==> src/hw/rtl/mfel_pkg.sv <==
package mfel_pkg;

    localparam int NUM_PINS       = 24;
    localparam int BYTE_W         = 8;
    localparam int MAX_BYTES      = 3;
    localparam int DEF_WINDOW     = 8;
    localparam int DEF_PORT_BYTES = 3;

    // beat kinds; code 3 means nothing and is ignored
    typedef enum logic [1:0] {
        KIND_TICK  = 2'd0,
        KIND_READ  = 2'd1,
        KIND_WRITE = 2'd2
    } t_kind;

    // register within a byte group, taken from the low address bits
    typedef enum logic [1:0] {
        REG_LEVEL  = 2'd0,
        REG_RISE   = 2'd1,
        REG_FALL   = 2'd2,
        REG_CHANGE = 2'd3
    } t_reg_sel;

    typedef struct packed {
        logic [1:0]          kind;
        logic [NUM_PINS-1:0] raw_inputs;
        logic [3:0]          reg_address;
        logic [BYTE_W-1:0]   write_byte;
    } t_in_beat;

    typedef struct packed {
        logic [BYTE_W-1:0]   read_byte;
        logic [NUM_PINS-1:0] pin_drive;
    } t_out_beat;

endpackage

==> src/hw/rtl/mfel_filter.sv <==
module mfel_filter
    import mfel_pkg::*;
#(
    parameter int WINDOW = DEF_WINDOW
) (
    input  logic                i_clk,
    input  logic                i_rst_n,
    input  logic                i_tick,
    input  logic [NUM_PINS-1:0] i_raw,
    output logic [NUM_PINS-1:0] o_level,
    output logic [NUM_PINS-1:0] o_next_level
);

    localparam int PTR_W = $clog2(WINDOW);
    localparam int CNT_W = $clog2(WINDOW + 1);
    localparam int HALF  = WINDOW / 2;

    logic [NUM_PINS-1:0] r_mem [WINDOW];
    logic [NUM_PINS-1:0] r_old_raw;
    logic [PTR_W-1:0]    r_pos, n_pos;
    logic                r_wrapped, n_wrapped;
    logic [CNT_W-1:0]    r_cnt [NUM_PINS];
    logic [CNT_W-1:0]    n_cnt [NUM_PINS];
    logic [NUM_PINS-1:0] r_level, n_level;
    logic [NUM_PINS-1:0] old_bits;

    // slots not yet written since reset hold zero
    assign old_bits = r_wrapped ? r_old_raw : '0;

    always_comb begin
        n_pos     = r_pos;
        n_wrapped = r_wrapped;
        if (i_tick) begin
            if (r_pos == PTR_W'(WINDOW - 1)) begin
                n_pos     = '0;
                n_wrapped = 1'b1;
            end else begin
                n_pos = r_pos + PTR_W'(1);
            end
        end
    end

    // running ones count per pin: add the new sample, drop the oldest
    always_comb begin
        for (int b = 0; b < NUM_PINS; b++) begin
            n_cnt[b] = r_cnt[b];
            if (i_tick) begin
                n_cnt[b] = r_cnt[b] + CNT_W'(i_raw[b]) - CNT_W'(old_bits[b]);
            end
            n_level[b] = (n_cnt[b] >= CNT_W'(HALF));
        end
    end

    always_ff @(posedge i_clk) begin
        if (i_tick) begin
            r_mem[r_pos] <= i_raw;
        end
        r_old_raw <= r_mem[n_pos];
    end

    always_ff @(posedge i_clk) begin
        if (!i_rst_n) begin
            r_pos     <= '0;
            r_wrapped <= 1'b0;
            r_level   <= '0;
            for (int b = 0; b < NUM_PINS; b++) begin
                r_cnt[b] <= '0;
            end
        end else begin
            r_pos     <= n_pos;
            r_wrapped <= n_wrapped;
            r_level   <= n_level;
            for (int b = 0; b < NUM_PINS; b++) begin
                r_cnt[b] <= n_cnt[b];
            end
        end
    end

    assign o_level      = r_level;
    assign o_next_level = n_level;

endmodule

==> src/hw/rtl/majority_filter_edge_latch_io_unit.sv <==
// 24-pin digital I/O with majority-vote input filtering, sticky edge capture
// and byte-wide output latches. Each input beat is a sample tick (raw pins
// pushed into a ring of WINDOW samples; a filtered pin is 1 when at least
// WINDOW/2 of its samples are 1), a register read (address 4*b+r: r=0
// filtered byte b, r=1 rising, r=2 falling, r=3 any-edge; edge reads clear
// the byte; bytes at or above PORT_BYTES and addresses 12..15 read 0) or a
// register write (addresses below PORT_BYTES load an output latch byte).
// Every input beat gives exactly one output beat carrying the read data and
// the output pin levels after that beat. Throughput is one beat per cycle
// with output ready; a beat moves through the input register, then the result
// register, and a full result register does not stop the input register from
// taking a beat as long as the result is drained. The sample ring is a
// WINDOW-entry memory with one write and one registered read port; per-pin
// running counts keep the vote to one add/subtract and compare per cycle. No
// clearing pass is needed after reset: a wrap flag treats the slots not yet
// written as zero until the ring first wraps.
module majority_filter_edge_latch_io_unit
    import mfel_pkg::*;
#(
    parameter int WINDOW     = DEF_WINDOW,
    parameter int PORT_BYTES = DEF_PORT_BYTES
) (
    input  logic      i_clk,
    input  logic      i_rst_n,
    input  logic      i_in_valid,
    output logic      o_in_ready,
    input  t_in_beat  i_in_beat,
    output logic      o_out_valid,
    input  logic      i_out_ready,
    output t_out_beat o_out_beat
);

    // input stage
    logic     r_in_valid;
    t_in_beat r_in;

    // result stage
    logic      r_out_valid;
    t_out_beat r_out;

    // architectural state
    logic [NUM_PINS-1:0] r_rise, n_rise;
    logic [NUM_PINS-1:0] r_fall, n_fall;
    logic [NUM_PINS-1:0] r_change, n_change;
    logic [BYTE_W-1:0]   r_latch [MAX_BYTES];
    logic [BYTE_W-1:0]   n_latch [MAX_BYTES];

    logic                advance;
    logic                do_tick, do_read, do_write;
    logic [1:0]          sel_byte;
    t_reg_sel            sel_reg;
    logic                byte_ok;
    logic [NUM_PINS-1:0] byte_mask;
    logic [NUM_PINS-1:0] level, n_level, changed;
    logic [BYTE_W-1:0]   rd_byte;
    logic [NUM_PINS-1:0] pins_next;

    // the item in the input register moves on whenever the result slot frees up
    assign advance    = r_in_valid && (!r_out_valid || i_out_ready);
    assign o_in_ready = !r_in_valid || advance;

    assign do_tick  = advance && (r_in.kind == KIND_TICK);
    assign do_read  = advance && (r_in.kind == KIND_READ);
    assign do_write = advance && (r_in.kind == KIND_WRITE);

    assign sel_byte  = r_in.reg_address[3:2];
    assign sel_reg   = t_reg_sel'(r_in.reg_address[1:0]);
    assign byte_ok   = (32'(sel_byte) < PORT_BYTES);
    assign byte_mask = NUM_PINS'({{(NUM_PINS - BYTE_W){1'b0}}, {BYTE_W{1'b1}}})
                       << {sel_byte, 3'b000};

    mfel_filter #(
        .WINDOW (WINDOW)
    ) u_filter (
        .i_clk        (i_clk),
        .i_rst_n      (i_rst_n),
        .i_tick       (do_tick),
        .i_raw        (r_in.raw_inputs),
        .o_level      (level),
        .o_next_level (n_level)
    );

    assign changed = do_tick ? (n_level ^ level) : '0;

    // byte b of a 24-bit pin vector, zero for the unused group
    function automatic logic [BYTE_W-1:0] pick_byte(
        input logic [NUM_PINS-1:0] vec,
        input logic [1:0]          b
    );
        logic [BYTE_W-1:0] res;
        case (b)
            2'd0:    res = vec[BYTE_W-1:0];
            2'd1:    res = vec[2*BYTE_W-1:BYTE_W];
            2'd2:    res = vec[3*BYTE_W-1:2*BYTE_W];
            default: res = '0;
        endcase
        return res;
    endfunction

    // read mux
    always_comb begin
        rd_byte = '0;
        if (do_read && byte_ok) begin
            unique case (sel_reg)
                REG_LEVEL:  rd_byte = pick_byte(level, sel_byte);
                REG_RISE:   rd_byte = pick_byte(r_rise, sel_byte);
                REG_FALL:   rd_byte = pick_byte(r_fall, sel_byte);
                REG_CHANGE: rd_byte = pick_byte(r_change, sel_byte);
                default:    rd_byte = '0;
            endcase
        end
    end

    // sticky edges: set by ticks, cleared byte-wise by reads
    always_comb begin
        n_rise   = r_rise   | (changed & n_level);
        n_fall   = r_fall   | (changed & level);
        n_change = r_change | changed;
        if (do_read && byte_ok) begin
            case (sel_reg)
                REG_RISE:   n_rise   = r_rise   & ~byte_mask;
                REG_FALL:   n_fall   = r_fall   & ~byte_mask;
                REG_CHANGE: n_change = r_change & ~byte_mask;
                default:    ;
            endcase
        end
    end

    // output latches; groups at or above PORT_BYTES never load
    always_comb begin
        for (int k = 0; k < MAX_BYTES; k++) begin
            n_latch[k] = r_latch[k];
            if (do_write && (32'(r_in.reg_address) == k) && (k < PORT_BYTES)) begin
                n_latch[k] = r_in.write_byte;
            end
        end
    end

    assign pins_next = {n_latch[2], n_latch[1], n_latch[0]};

    // control and architectural state
    always_ff @(posedge i_clk) begin
        if (!i_rst_n) begin
            r_in_valid  <= 1'b0;
            r_out_valid <= 1'b0;
            r_rise      <= '0;
            r_fall      <= '0;
            r_change    <= '0;
            for (int k = 0; k < MAX_BYTES; k++) begin
                r_latch[k] <= '0;
            end
        end else begin
            if (o_in_ready) begin
                r_in_valid <= i_in_valid;
            end
            if (advance) begin
                r_out_valid <= 1'b1;
            end else if (i_out_ready) begin
                r_out_valid <= 1'b0;
            end
            r_rise   <= n_rise;
            r_fall   <= n_fall;
            r_change <= n_change;
            for (int k = 0; k < MAX_BYTES; k++) begin
                r_latch[k] <= n_latch[k];
            end
        end
    end

    // payload registers
    always_ff @(posedge i_clk) begin
        if (o_in_ready && i_in_valid) begin
            r_in <= i_in_beat;
        end
        if (advance) begin
            r_out.read_byte <= rd_byte;
            r_out.pin_drive <= pins_next;
        end
    end

    assign o_out_valid = r_out_valid;
    assign o_out_beat  = r_out;

    // ready only drops while a beat is held in the input register
    a_ready_low_held: assert property (@(posedge i_clk) disable iff (!i_rst_n)
        !o_in_ready |-> r_in_valid)
        else $error("input stage stalled while empty");

    // every beat leaving the input register lands in the result register
    a_advance_fills: assert property (@(posedge i_clk) disable iff (!i_rst_n)
        advance |=> r_out_valid)
        else $error("result beat lost");

    // filtered levels move only on sample ticks
    a_level_on_tick: assert property (@(posedge i_clk) disable iff (!i_rst_n)
        !do_tick |=> $stable(level))
        else $error("filtered level changed without a tick");

    // a rising filtered pin always leaves its rising and any-edge bits set
    a_rise_sticky: assert property (@(posedge i_clk) disable iff (!i_rst_n)
        do_tick |=> (((r_rise & r_change) & $past(n_level & ~level))
                     == $past(n_level & ~level)))
        else $error("rising edge not captured");

    // a write to byte 0 shows up on the low pins of the same result beat
    a_latch_write: assert property (@(posedge i_clk) disable iff (!i_rst_n)
        (do_write && (r_in.reg_address == 4'd0))
        |=> (r_out.pin_drive[BYTE_W-1:0] == $past(r_in.write_byte)))
        else $error("output latch write not reflected");

endmodule
==> config.mk <==
export PLATFORM = sky130hd
export DESIGN_NAME = majority_filter_edge_latch_io_unit
export DESIGN_NICKNAME = d
export VERILOG_FILES = /design/src/hw/rtl/mfel_pkg.sv /design/src/hw/rtl/mfel_filter.sv /design/src/hw/rtl/majority_filter_edge_latch_io_unit.sv
export SDC_FILE = /design/constraint.sdc
export NUM_CORES = 1
export LEC_CHECK = 0
export ABC_CLOCK_PERIOD_IN_PS = 3970
export BUFFER_PORTS_ARGS = -buffer_cell sky130_fd_sc_hd__buf_4
export CELL_PAD_IN_SITES_DETAIL_PLACEMENT = 1
export CELL_PAD_IN_SITES_GLOBAL_PLACEMENT = 1
export CORE_MARGIN = 2
export CORE_UTILIZATION = 46
export CTS_CLUSTER_SIZE = 10
export DETAILED_ROUTE_END_ITERATION = 8
export PLACE_DENSITY_LB_ADDON = 0.1
export REMOVE_ABC_BUFFERS = 1
export SLEW_MARGIN = 20
export SYNTH_ARGS = -nofsm -noshare
export SYNTH_HDL_FRONTEND = slang
export SYNTH_SLANG_ARGS = --single-unit
export TNS_END_PERCENT = 10
==> constraint.sdc <==
create_clock -name i_clk -period 3.97 [get_ports i_clk]
set_input_delay 0.397 -clock i_clk [delete_from_list [all_inputs] [get_ports i_clk]]
set_output_delay 0.397 -clock i_clk [all_outputs]
set_load 0.02 [all_outputs]
==> key figures <==
Route
  – Initial DRT Pass Iterations: 5
  – Drt first-iter violations: 783
  – Wire length per cell: 20.44 um
  – Via count: 15,612
  – Vias/cell: 5.444
  – Post-route ant nets: 0
  – Final wirelength: 58,610 um
  – Drt drc: 0

Timing
  – Final setup viols: 0
  – Slew margin rel.: 0.2397
  – Final min period: 3274 ps
  – Setup Skew: 16.49 ps
  – RSZ-0062 raised after global routing: false
  – Part of the cycle the worst path needs: 0.8246
  – Setup TNS: 0 ps
  – Max Freq: 305.5 MHz
  – Worst-margin pin slew: 1138 ps
  – Final Hold Fails: 0
  – Final Max Slew Viols: 0

Setup path
  – WP data required: 4400 ps
  – Setup crit start: u_filter.r_pos[0]$_SDFF_PN0_
  – Worst-path cell chain: ha_1, ha_1, nor4_4, mux2_4, buf_4, mux2_2, a211oi_1, a221oi_1
  – Worst Setup End Kind: flop
  – FF-to-FF Start: u_filter.r_pos[0]$_SDFF_PN0_
  – Worst EP arrival: 3700 ps
  – R2r worst-path depth: 8
  – FF-to-FF End: u_filter.r_old_raw[1]$_DFF_P_
  – Worst path slowest cell: mux2_4
  – R2R Setup Slk: 700 ps
  – CP peak stage delay: 650 ps
  – Setup crit start kind: flop
  – CP most frequent cell: ha_1
  – Worst-path fanout max: 35
  – CP Class: flop to flop

Cells and area
  – Ant diodes: 0
  – Area growth from synthesis to layout: 15.33%
  – Post-layout util: 0.5352
  – Nets: 2,316
  – Layout cell share with drive strength beyond 1: 0.1239

GRT
  – All-Layer GR Usage: 0.2256
  – First-pass GRT wire length: 93,430 um
  – Initial antenna violation count: 0
  – Overflow left after global routing: 0
  – Largest net degree at the start of global routing: 142
  – Vias in the first global route: 16,614

Clock tree
  – Worst skew pair latency: 600 ps
  – Clock tree buffer depth: 3
  – Post-CTS Setup Repair Bufs: 0
  – Cts repair resizes: 0
  – Clock slew at reported path FFs: 60 ps
  – Htree depth: 2
  – CTS Sinks: 508
  – CTS tree: yes
  – Clock Tree Root: clkbuf_16
  – TritonCTS buffer count: 59

Power and ir drop
  – Reg power frac: 0.510
  – VDD IR max: 0.3830 mV
  – Combinational share of power: 0.055
  – Cell-internal power: 8.724 mW
  – Power, Total: 11.25 mW
  – Net Switching: 2.522 mW
  – Pwr dens: 420.5 mW/mm^2
  – LEAKAGE: 10.51 nW
  – Clock Power Share: 0.435
  – Sw Ratio: 0.2243

Synthesis
  – Netlist cell types: 58
  – Post-synth EDFFs: 262
  – Area leader, netlist: edfxtp_1
  – Primary FF master, synth: edfxtp_1
  – Seq cells post-synth: 508
  – Sequential area share after synthesis: 0.5517
  – Dominant cells by area after synthesis: edfxtp_1, dfxtp_1, ha_1
  – Netlist Area Pre-Place: 0.02319 mm^2
  – Post-synth top area share: 0.3393
  – Post-Syn Area per Cell: 11.47 um^2
  – Post-synth ARST share: 0
  – Syn Inst Count: 2,022
  – Warnings, synthesis: 0

Die
  – Cell Rows: 82
  – Initial Util: 0.4641
  – Die H: 228.5 um
  – Die Width: 228.5 um
  – I/O pin total: 76
  – Die area: 0.05222 mm^2
  – Total core area: 0.04997 mm^2

Worst hold path
  – Hold Path Sink: r_in_valid$_SDFFE_PN0N_
  – Hold crit path type: primary input to flop
  – HP Start: i_in_valid
  – WHS Path Cells: 3

Placement
  – Port bufs: 75
  – Final GP Congestion: 0.8212
  – Detailed Place HPWL: 38,700 um

Flow run
  – Max-cap viol count: 0

Outcome
  – Status: finished clean
==> how the worst max path moves through the flow <==
stage | to | slack [ps] | cells after the start
after detailed placement | u_filter.r_old_raw[1]$_DFF_P_ | 690 | 8
after floorplan | u_filter.r_mem[2][0]$_DFFE_PP_ | -3670 | 4
after CTS | u_filter.r_old_raw[1]$_DFF_P_ | 650 | 8
final | u_filter.r_old_raw[1]$_DFF_P_ | 700 | 8
after global routing | u_filter.r_old_raw[1]$_DFF_P_ | 500 | 8
after global placement | u_filter.r_old_raw[9]$_DFF_P_ | 880 | 8
==> area by class of cell <==
cell class / count / area [um^2]
sequential: 508 / 12790
multi-input combinational: 1298 / 9574
timing repair buffer: 163 / 1369
fill: 5270 / 23220
clock inverter: 6 / 32.53
inverter: 122 / 457.9
clock buffer: 99 / 1677
tap: 672 / 840.8
==> per-stage QoR <==
stage	instance area [um^2]	worst slack, ps	hold WS [ps]	std cells
floorplan	22730	-3668	424.4	1928
global placement	24650	884.5	435.0	2725
detailed placement	24650	691.3	440.9	2725
CTS	26740	646.0	4.499	2868
global route	26740	496.8	38.57	2868
finish	26740	696.4	40.69	2868
==> state kept, by name (all words and copies together), names as in the netlist, named ones only <==
register,flops
u_filter.r_mem,192
u_filter.o_level,24
u_filter.r_cnt,95
r_in,38
u_filter.r_old_raw,24
o_out_valid,1
u_filter.r_pos,3
r_fall,24
r_rise,24
r_latch,24
u_filter.r_wrapped,1
r_change,24
o_out_beat,32
r_in_valid,1
==> synthesized netlist by cell type, drive strengths merged, types with 27 or more instances <==
cell type / n
nor2: 99
o211a: 44
clkbuf: 54
nor3: 51
dfxtp: 246
nand2: 250
inv: 122
nor2b: 33
o31ai: 27
buf: 40
and2: 75
mux2i: 82
o21ai: 47
nand3: 29
a21oi: 56
ha: 98
edfxtp: 262
mux2: 48
xnor2: 93
a21boi: 59
a21o: 45
==> logic make-up (layout without fill, tap and decap cells) <==
| group | count (synthesis) | count (layout) | share of synthesized area |
|---|---|---|---|
| simple gates | 559 | 559 | 0.1106 |
| flops | 508 | 508 | 0.5517 |
| compound gates | 384 | 384 | 0.1225 |
| buf+inv | 216 | 390 | 0.03933 |
| mux | 137 | 137 | 0.06550 |
| fa+ha+maj | 122 | 122 | 0.07360 |
| xor+xnor | 96 | 96 | 0.03685 |
==> cell usage in the layout, fill, tap and decap left out, drive strengths merged, types with 27 or more instances in the layout <==
cell type,n
mux2i,82
a21boi,59
and2,75
nand2,250
o21ai,47
mux2,48
nand3,29
edfxtp,262
xnor2,93
buf,125
nor2,99
o211a,44
a21oi,56
nor2b,33
ha,98
inv,123
dlygate4sd3,38
o31ai,27
clkbuf,99
dfxtp,246
a21o,45
nor3,51
==> routing by layer <==
layer | global-route usage | wire, um
met1 | 0.2983 | 27110
met2 | 0.3938 | 28490
met3 | 0.02882 | 1926
met4 | 0.05372 | 1086
met5 | 0 | 0
==> power groups by stage <==
| stage | Combinational, mW | Clock, mW | Sequential (mW) |
|---|---|---|---|
| finish | 0.621 | 4.89 | 5.73 |
| global route | 0.680 | 5.22 | 5.74 |
| CTS | 0.630 | 5.02 | 5.73 |
| detailed placement | 0.598 | 0 | 5.84 |
| global placement | 0.580 | 0 | 5.84 |
| floorplan | 0.340 | 0 | 5.81 |
==> what timing repair did <==
| action | in CTS | in global routing |
|---|---|---|
| endpoints found under the setup margin | 0 | 0 |
| endpoints found under the hold margin | 38 | 0 |
| hold buffers | 38 | 0 |
==> critical path, delay by kind of cell, from the launching register on <==
| kind | cells | cell delay (ps) |
|---|---|---|
| flops | 1 | 460 |
| buf+inv | 1 | 360 |
| mux | 2 | 1010 |
| fa+ha+maj | 2 | 510 |
| simple gates | 1 | 350 |
| compound gates | 2 | 390 |
Power figures use the tool's default switching activity.
